<file path="config.mk">
export PLATFORM = sky130hd
export DESIGN_NAME = sorted_list_insert_remove
export DESIGN_NICKNAME = d
export VERILOG_FILES = /design/src/sli_pkg.sv /design/src/sli_cell.sv /design/src/sorted_list_insert_remove.sv
export SDC_FILE = /design/constraint.sdc
export NUM_CORES = 2
export LEC_CHECK = 0
export ABC_CLOCK_PERIOD_IN_PS = 9900
export BUFFER_PORTS_ARGS = -buffer_cell sky130_fd_sc_hd__buf_2
export CAP_MARGIN = 10
export CORE_MARGIN = 5
export CORE_UTILIZATION = 30
export CTS_BUF_LIST = sky130_fd_sc_hd__clkbuf_4
export CTS_CLUSTER_SIZE = 14
export DETAILED_ROUTE_END_ITERATION = 7
export PLACE_DENSITY = 0.5
export SLEW_MARGIN = 5
export SYNTH_ARGS = -nofsm -noshare
export SYNTH_HDL_FRONTEND = slang
export SYNTH_SLANG_ARGS = --single-unit
</file>
<file path="constraint.sdc">
create_clock -name clock -period 9.9 [get_ports clock]
set_input_delay 1.98 -clock clock [delete_from_list [all_inputs] [get_ports clock]]
set_output_delay 1.98 -clock clock [all_outputs]
set_load 0.01 [all_outputs]
</file>
<file path="src/sli_pkg.sv">
package sli_pkg;

   // Width of one stored value and of the count field in a result
   localparam int VALUE_W     = 32;
   localparam int COUNT_OUT_W = 5;
   localparam int STATUS_W    = 2;

   typedef enum logic {
      OP_INSERT = 1'b0,
      OP_REMOVE = 1'b1
   } op_type;

   typedef enum logic [STATUS_W-1:0] {
      ST_DONE    = 2'd0,
      ST_FULL    = 2'd1,
      ST_MISSING = 2'd2
   } status_type;

   // Command broadcast from the controller to every cell
   typedef struct packed {
      logic                       en;     // apply the update at this edge
      op_type                     op;
      logic signed [VALUE_W-1:0]  value;
      logic                       full;   // insert is refused
      logic                       found;  // remove has a matching entry
   } cmd_type;

endpackage

</file>
<file path="src/sli_cell.sv">
module sli_cell #(
   parameter int INDEX = 0,
   parameter int CNT_W = 5
) (
   input  logic                                clock,
   input  sli_pkg::cmd_type                    cmd,
   input  logic [CNT_W-1:0]                    count,
   input  logic                                left_ge,
   input  logic signed [sli_pkg::VALUE_W-1:0]  left_value,
   input  logic signed [sli_pkg::VALUE_W-1:0]  right_value,
   output logic                                ge,
   output logic                                hit,
   output logic signed [sli_pkg::VALUE_W-1:0]  value
);
   import sli_pkg::*;

   localparam logic [CNT_W-1:0] MY_INDEX = CNT_W'(INDEX);

   logic signed [VALUE_W-1:0] value_ff;
   logic signed [VALUE_W-1:0] value_in;
   logic                      valid;
   logic                      is_tail;
   logic                      ins_here;

   // Local compares: this entry holds a value at or above the item's value
   assign valid    = count > MY_INDEX;
   assign is_tail  = count == MY_INDEX;
   assign ge       = valid && (value_ff >= cmd.value);
   // first entry at or above the value, and equal to it
   assign hit      = ge && !left_ge && (value_ff == cmd.value);
   // insert point: first entry at or above the value, else first free entry
   assign ins_here = !left_ge && (ge || is_tail);

   // Next value: take the new item, shift right on insert, shift left on remove
   always_comb begin
      value_in = value_ff;
      if (cmd.en) begin
         case (cmd.op)
            OP_INSERT: begin
               if (!cmd.full) begin
                  if (ins_here) begin
                     value_in = cmd.value;
                  end else if (left_ge) begin
                     value_in = left_value;
                  end
               end
            end
            OP_REMOVE: begin
               if (cmd.found && ge) begin
                  value_in = right_value;
               end
            end
            default: value_in = value_ff;
         endcase
      end
   end

   always_ff @(posedge clock) begin
      value_ff <= value_in;
   end

   assign value = value_ff;

endmodule

</file>
<file path="src/sorted_list_insert_remove.sv">
// Sorted store of signed 32-bit values held in a row of CAPACITY cells.
// The edge that accepts an item sets busy, and the result strobe is registered from busy.
// No new item is taken while busy is high; busy is high for the one cycle in which
// every cell compares against the item and updates at once.
// Reset: synchronous; clears the count and control, stored values are left as
// they are. Results cannot be stalled by the receiver.
module sorted_list_insert_remove #(
   parameter int CAPACITY = 16
) (
   input  logic                                clock,
   input  logic                                reset,
   input  logic                                start,
   output logic                                busy,
   input  logic                                req_op,
   input  logic signed [sli_pkg::VALUE_W-1:0]  req_value,
   output logic                                rsp_strobe,
   output logic [sli_pkg::STATUS_W-1:0]        rsp_status,
   output logic [sli_pkg::COUNT_OUT_W-1:0]     rsp_entry_count,
   output logic signed [sli_pkg::VALUE_W-1:0]  rsp_smallest
);
   import sli_pkg::*;

   localparam int CNT_W = $clog2(CAPACITY + 1);
   localparam logic [CNT_W-1:0] CAP_COUNT = CNT_W'(CAPACITY);

   logic                      busy_ff;
   op_type                    op_ff;
   logic signed [VALUE_W-1:0] value_ff;
   logic [CNT_W-1:0]          count_ff, count_in;
   logic                      strobe_ff;
   status_type                status_ff, status_in;

   cmd_type                   cmd;
   logic [CAPACITY-1:0]       cell_ge;
   logic [CAPACITY-1:0]       cell_hit;
   logic signed [VALUE_W-1:0] cell_value [CAPACITY];
   logic [CNT_W+COUNT_OUT_W-1:0] count_ext;

   // Command to the cells
   assign cmd.en    = busy_ff;
   assign cmd.op    = op_ff;
   assign cmd.value = value_ff;
   assign cmd.full  = count_ff == CAP_COUNT;
   assign cmd.found = |cell_hit;

   // Row of cells, each linked to its neighbours
   for (genvar i = 0; i < CAPACITY; i++) begin : g_cell
      logic                      left_ge;
      logic signed [VALUE_W-1:0] left_value;
      logic signed [VALUE_W-1:0] right_value;

      if (i == 0) begin : g_first
         assign left_ge    = 1'b0;
         assign left_value = '0;
      end else begin : g_mid
         assign left_ge    = cell_ge[i-1];
         assign left_value = cell_value[i-1];
      end
      if (i == CAPACITY - 1) begin : g_last
         assign right_value = '0;
      end else begin : g_inner
         assign right_value = cell_value[i+1];
      end

      sli_cell #(
         .INDEX (i),
         .CNT_W (CNT_W)
      ) u_cell (
         .clock       (clock),
         .cmd         (cmd),
         .count       (count_ff),
         .left_ge     (left_ge),
         .left_value  (left_value),
         .right_value (right_value),
         .ge          (cell_ge[i]),
         .hit         (cell_hit[i]),
         .value       (cell_value[i])
      );
   end

   // Count and status for the item in work
   always_comb begin
      count_in  = count_ff;
      status_in = status_ff;
      if (busy_ff) begin
         case (op_ff)
            OP_INSERT: begin
               if (cmd.full) begin
                  status_in = ST_FULL;
               end else begin
                  status_in = ST_DONE;
                  count_in  = count_ff + CNT_W'(1);
               end
            end
            OP_REMOVE: begin
               if (cmd.found) begin
                  status_in = ST_DONE;
                  count_in  = count_ff - CNT_W'(1);
               end else begin
                  status_in = ST_MISSING;
               end
            end
            default: status_in = ST_DONE;
         endcase
      end
   end

   // Control registers
   always_ff @(posedge clock) begin
      if (reset) begin
         busy_ff   <= 1'b0;
         strobe_ff <= 1'b0;
         count_ff  <= '0;
      end else begin
         busy_ff   <= start && !busy_ff;
         strobe_ff <= busy_ff;
         count_ff  <= count_in;
      end
   end

   // Item and result payload
   always_ff @(posedge clock) begin
      if (start && !busy_ff) begin
         op_ff    <= op_type'(req_op);
         value_ff <= req_value;
      end
      status_ff <= status_in;
   end

   assign count_ext       = {{COUNT_OUT_W{1'b0}}, count_ff};
   assign busy            = busy_ff;
   assign rsp_strobe      = strobe_ff;
   assign rsp_status      = status_ff;
   assign rsp_entry_count = count_ext[COUNT_OUT_W-1:0];
   assign rsp_smallest    = (count_ff != '0) ? cell_value[0] : '0;

endmodule

</file>
* After elaboration in Yosys (flattened, before gate mapping)
Index checks and enable logic that the tools add are counted.
** Cells by class
- Add/sub/neg operators :: 2
- Magnitude comparators :: 32
- Equal/unequal tests :: 66
- Muxes and demuxes :: 86
- Bitwise operators :: 1
- Reductions and logical operators :: 131
** Operators by type and width (number)
- $mux 32 :: 64
- $pmux 32 s2 :: 16
- $eq 32x32->1 :: 16
- $ge 32x32->1 :: 16
- $logic_and 1x1->1 :: 79
- $reduce_and 4->1 :: 16
- $ne 3x1->1 const B :: 15
- $eq 5x4->1 const B :: 8
- $gt 5x4->1 const B :: 8
- $ne 2x1->1 const B :: 18
- $eq 5x3->1 const B :: 4
- $gt 5x3->1 const B :: 4
- $logic_not 1->1 :: 16
- $logic_or 1x1->1 :: 16
- $reduce_or 16->1 :: 1
- $eq 5x2->1 const B :: 2
- $gt 5x1->1 const B :: 2
- $gt 5x2->1 const B :: 2
- $mux 5 :: 2
- $pmux 5 s2 :: 1
- $add 5x1->5 const B :: 1
- $eq 5x1->1 const B :: 1
- $eq 5x5->1 const B :: 1
- $logic_not 5->1 :: 1
- other kinds (8) :: 8
** Word-level totals
- Bits in registers :: 554
- Bits of input ports :: 36
- Logic and storage cells :: 340

* Depth between registers and ports, before layout
- Depth after elaboration :: 9
- Depth in mapped cells :: 16
- Gate-level depth less buffers :: 13

* Cells and area by module
From an unflattened synthesis, not the netlist that was laid out.
** Second synthesis, totals
- Cells, all modules :: 5154
- Area, all modules :: 50124.3 um^2
** Modules (own cells, without submodules)
- sli_cell at g_cell[9].u_cell :: times used 1, cells an instance 330, area each 3184.3 um^2
- sli_cell at g_cell[13].u_cell :: times used 1, cells an instance 329, area each 3179.3 um^2
- sli_cell at g_cell[8].u_cell :: times used 1, cells an instance 392, area each 3119.2 um^2
- sli_cell at g_cell[7].u_cell :: times used 1, cells an instance 346, area each 3118.0 um^2
- sli_cell at g_cell[5].u_cell :: times used 1, cells an instance 329, area each 3110.5 um^2
- sli_cell at g_cell[11].u_cell :: times used 1, cells an instance 325, area each 3089.2 um^2
- sli_cell at g_cell[1].u_cell :: times used 1, cells an instance 327, area each 3067.9 um^2
- sli_cell at g_cell[3].u_cell :: times used 1, cells an instance 297, area each 3056.7 um^2
- sli_cell at g_cell[10].u_cell :: times used 1, cells an instance 296, area each 3044.2 um^2
- sli_cell at g_cell[6].u_cell :: times used 1, cells an instance 295, area each 3036.7 um^2
- sli_cell at g_cell[12].u_cell :: times used 1, cells an instance 292, area each 3012.9 um^2
- sli_cell at g_cell[15].u_cell :: times used 1, cells an instance 292, area each 3011.6 um^2
- sli_cell at g_cell[4].u_cell :: times used 1, cells an instance 324, area each 2955.3 um^2
- sli_cell at g_cell[14].u_cell :: times used 1, cells an instance 292, area each 2847.7 um^2
- 3 more rows

* Worst setup path after synthesis
OpenSTA, ideal clock, no wires.
- Path kind :: register to register
- From :: register value_ff[14]
- To :: register g_cell[13].u_cell.value_ff[0], enable pin
- Data arrival time :: 5.244 ns
- Data required time :: 9.468 ns
- Setup slack :: 4.224 ns
- Cell stages (with the launch flop) :: 15
- Path buffers :: 2
- Cells stage by stage :: edfxtp_1 > clkbuf_1 > clkinv_1 > ha_1 > a21oi_2 > nand2_1 > a221o_1 > o31a_1 > or4b_1 > a31o_2 > nor2_1 > a311oi_1 > a21o_1 > buf_6 > a21oi_1
** Between the ends
- Longest elaborated chain between the ends :: 9
** Ends and longest elaborated chain
- from (decl) :: line sorted_list_insert_remove.sv:28 : logic signed [VALUE_W-1:0] value_ff;
- from (signal assigned) :: line sorted_list_insert_remove.sv:125 : value_ff <= req_value;
- $ge 32x32->1 :: line sli_cell.sv:28 : assign ge = valid && (value_ff >= cmd.value);
- $logic_and 1x1->1 :: line sli_cell.sv:28
- $logic_not 1->1 (on tied branches) :: line sli_cell.sv:30, sli_cell.sv:32
- $logic_and 1x1->1 (2 in a row) :: line sli_cell.sv:30 : assign hit = ge && !left_ge && (value_ff == cmd.value);
- $reduce_or 16->1 :: line sorted_list_insert_remove.sv:44 : assign cmd.found = |cell_hit;
- $logic_and 1x1->1 :: line sli_cell.sv:49 : if (cmd.found && ge) begin
- $ne 2x1->1 (no source line)
- $reduce_and 4->1 (no source line) *
- to (signal assigned) :: line sli_cell.sv:59 : value_ff <= value_in;
- to (decl) :: line sli_cell.sv:19 : logic signed [VALUE_W-1:0] value_ff;
Mark *: on every way between the ends. The rest lies on a longest branch, timed or not.
A chain may end at the register's enable or synchronous reset.

* Final worst setup path
- From :: register value_ff[12]
- To :: register g_cell[0].u_cell.value_ff[22], enable pin
** Between the ends
- Longest elaborated chain between the ends :: 9
** Ends and longest elaborated chain (line)
- $ge 32x32->1 :: sli_cell.sv:28
- $logic_and 1x1->1 :: sli_cell.sv:28
- $logic_not 1->1 :: sli_cell.sv:30
- $logic_and 1x1->1 (2 in a row) :: sli_cell.sv:30
- $reduce_or 16->1 :: sorted_list_insert_remove.sv:44
- $logic_and 1x1->1 :: sli_cell.sv:49
- $ne 2x1->1 (no source line)
- $reduce_and 4->1 (no source line) *
- to (signal assigned) :: sli_cell.sv:59
- to (decl) :: sli_cell.sv:19
Marks and branches as above.

==> flow_summary.yaml <==
clocking:
  htreeDepth: 4
  clk_pin_slew_ps: 70
  clockBufferDepth: 3
  clk_latency_ps: 1090
  cts.repair.resized: 0
  numClockSinks: 554
  post-cts-setup-buffers: 0
  ctsHoldBuffers: 0
  cts_tree: "done"
  cts_root_buf: "clkbuf_4"
  cts_buffers: 168
cells_and_area:
  final_util_pct: 33.48
  drive_gt1_share_pct: 11.17
  fin_cells: 6053
  syn_to_final_growth_pct: 11.31
  fin_nets: 4739
  fin_area_mm2: 0.04390
  nFillCells: 13660
synthesis:
  syn_area_mm2: 0.03944
  synth_edf_count: 547
  synth_area_per_cell_um2: 9.591
  yosys-top-cells-area: "edfxtp_1 42%, ha_1 16%, o21ai_0 7.1%"
  yosys.area.top_type_share_pct: 41.65
  synth.largest_area_cell: "edfxtp_1"
  ys_seq_area_share_pct: 42.00
  synthesis.nets: 4665
  synthFlopType: "edfxtp_1"
  yosysWarnings: 0
  async_flop_share_pct: 0
  synth_common_cells: "599 x nand2_1, 560 x o21ai_0, 547 x edfxtp_1"
  netlist_instances: 4112
  ys_ff_latch: 554
  synthDistinctLibCells: 76
  post-synth-top-count-cell: "nand2_1"
sta:
  fin_hold_ws_ps: 575.5
  final-hold-violation-count: 0
  period_needed_ps: 6639
  final.period_utilization_pct: 67.06
  report.final.setup_viol: 0
  skew_ps: 59.76
  worst_pin_slew_ps: 1172
  fmax_ghz: 0.1506
  rsz0062_at_grt: "false"
  slew-limit-headroom_pct: 20.84
  finalSetupTns_ps: 0
  maxSlewViolCount: 0
routing:
  drt-initial-drc-count: 2723
  drt-total-wl_um: 136300
  dr.pass1.iters: 7
  viasPerCell: 5.329
  vias: 32260
  ant_nets: 0
  avgRoutedWirePerCell_um: 22.52
  post-route-drc-count: 0
critical_path:
  r2r_slack_ps: 3260
  rr_endpoint: "g_cell[0].u_cell.value[22]"
  endpoint: "g_cell[0].u_cell.value[22]"
  r2r_start: "value_ff[12]"
  startpoint: "value_ff[12]"
  cp_max_fo: 32
  end_kind: "flop"
  start_kind: "flop"
  arrival_ps: 7290
  critPathKind: "flop to flop"
  critPathRequiredTime_ps: 10550
  rr_worst_depth: 13
global_route:
  grt_max_degree: 275
  grt_use_total_pct: 19.18
  antenna_found_initial: 5
  grt_remaining_overflow: 0
  grt_pass1_vias: 31120
  grt_first_pass_wirelength_um: 201900
flow_run:
  drv_cap: 0
die:
  coreArea_mm2: 0.1311
  die_x_um: 372.6
  rows: 133
  die_h_um: 372.6
  initial_core_util_pct: 30.08
  die_area_mm2: 0.1388
  boundaryPins: 77
status:
  status: "finished clean"
worst_hold_path:
  hp-class: "flop to flop"
power:
  ir_drop_v: 0.00008258
  p_per_area_mw_per_mm2: 131.8
  leakage_nw: 17.08
placed_design:
  portBuffers: 76
  place_congestion: 0.9200
  dp.cells: 5771
  hpwlAfterDp_um: 100500
  placed_area_mm2: 0.04187
-- final cells by class --
type / count / area (um^2) / share of cell area [%]
Antenna cell: 10 / 25.02 / 0.05700
Clock buffer: 248 / 1862 / 4.241
Clock inverter: 24 / 142.6 / 0.3249
Inverter: 77 / 289.0 / 0.6584
Multi-Input combinational cell: 3244 / 21920 / 49.93
Sequential cell: 554 / 16570 / 37.73
Tap cell: 1755 / 2196 / 5.002
Timing Repair Buffer: 141 / 902.1 / 2.055
-- metrics by stage --
step                setup slack, ps  power, mW
global route                   3042      6.081
floorplan                      4224      3.273
global placement               3352      3.568
finish                         3261      5.784
detailed placement             3317      3.581
CTS                            3315      5.852
-- registers in the layout (all words and copies together) (netlist names) --
register	cells
rsp_strobe	1
rsp_entry_count	5
rsp_status	2
op_ff	1
g_cell.u_cell.value	512
busy	1
value_ff	32
-- kinds of logic (layout without fill, tap and decap cells) --
group | Yosys count | after routing | share of synthesized area (%)
compound gates | 1207 | 1207 | 17.41
xor+xnor | 3 | 3 | 0.06663
fa+ha+maj | 517 | 517 | 16.40
buf+inv | 314 | 490 | 3.141
flops | 554 | 554 | 42.00
mux | 271 | 271 | 6.891
other cells | 0 | 10 | 0
simple gates | 1246 | 1246 | 14.08
-- power by group --
part	switching [mW]	internal, mW
clock network	1.08	1.18
logic	0.563	0.290
registers	0.0600	2.62
total	1.70	4.09
-- layer usage --
metal	routed length (um)	global-route usage [%]
met1	62850	26.66
met2	61610	30.45
met3	7980	3.182
met4	3852	6.203
met5	0	0
-- critical path: stages (launching register included) --
cell and delay, ps:
edfxtp_1 760, clkinv_1 400, buf_4 330, ha_1 320, nand4_1 130, nor4_1 840
a21boi_0 710, o31a_1 240, o21bai_1 80, a31o_2 300, nor2_1 320, a311oi_1 110
a21o_2 580, nor2_4 1020
-- how the worst min path moves through the flow --
stage	from	end	slack [ps]	cells past startpoint
2_1_floorplan	g_cell[7].u_cell.value[0]	g_cell[6].u_cell.value[0]	530	2
3_3_place_gp	g_cell[7].u_cell.value[0]	g_cell[6].u_cell.value[0]	550	2
3_5_place_dp	g_cell[7].u_cell.value[0]	g_cell[6].u_cell.value[0]	560	2
4_1_cts	g_cell[7].u_cell.value[0]	g_cell[6].u_cell.value[0]	570	2
5_1_grt	g_cell[15].u_cell.value[30]	g_cell[14].u_cell.value[30]	600	2
6_report	g_cell[2].u_cell.value[14]	g_cell[1].u_cell.value[14]	580	2
-- placed cells by master (no fill, tap or decap), types with 59 or more instances in the layout --
cell / n
buf_4: 61
o21ai_0: 560
nand4_1: 98
buf_2: 76
a21o_1: 68
ha_1: 517
nand3_1: 81
nor2b_1: 59
a21oi_1: 370
mux2i_1: 267
clkbuf_4: 248
edfxtp_1: 547
nand2_1: 598
nor2_1: 268
(Power assumes the default switching activity.)
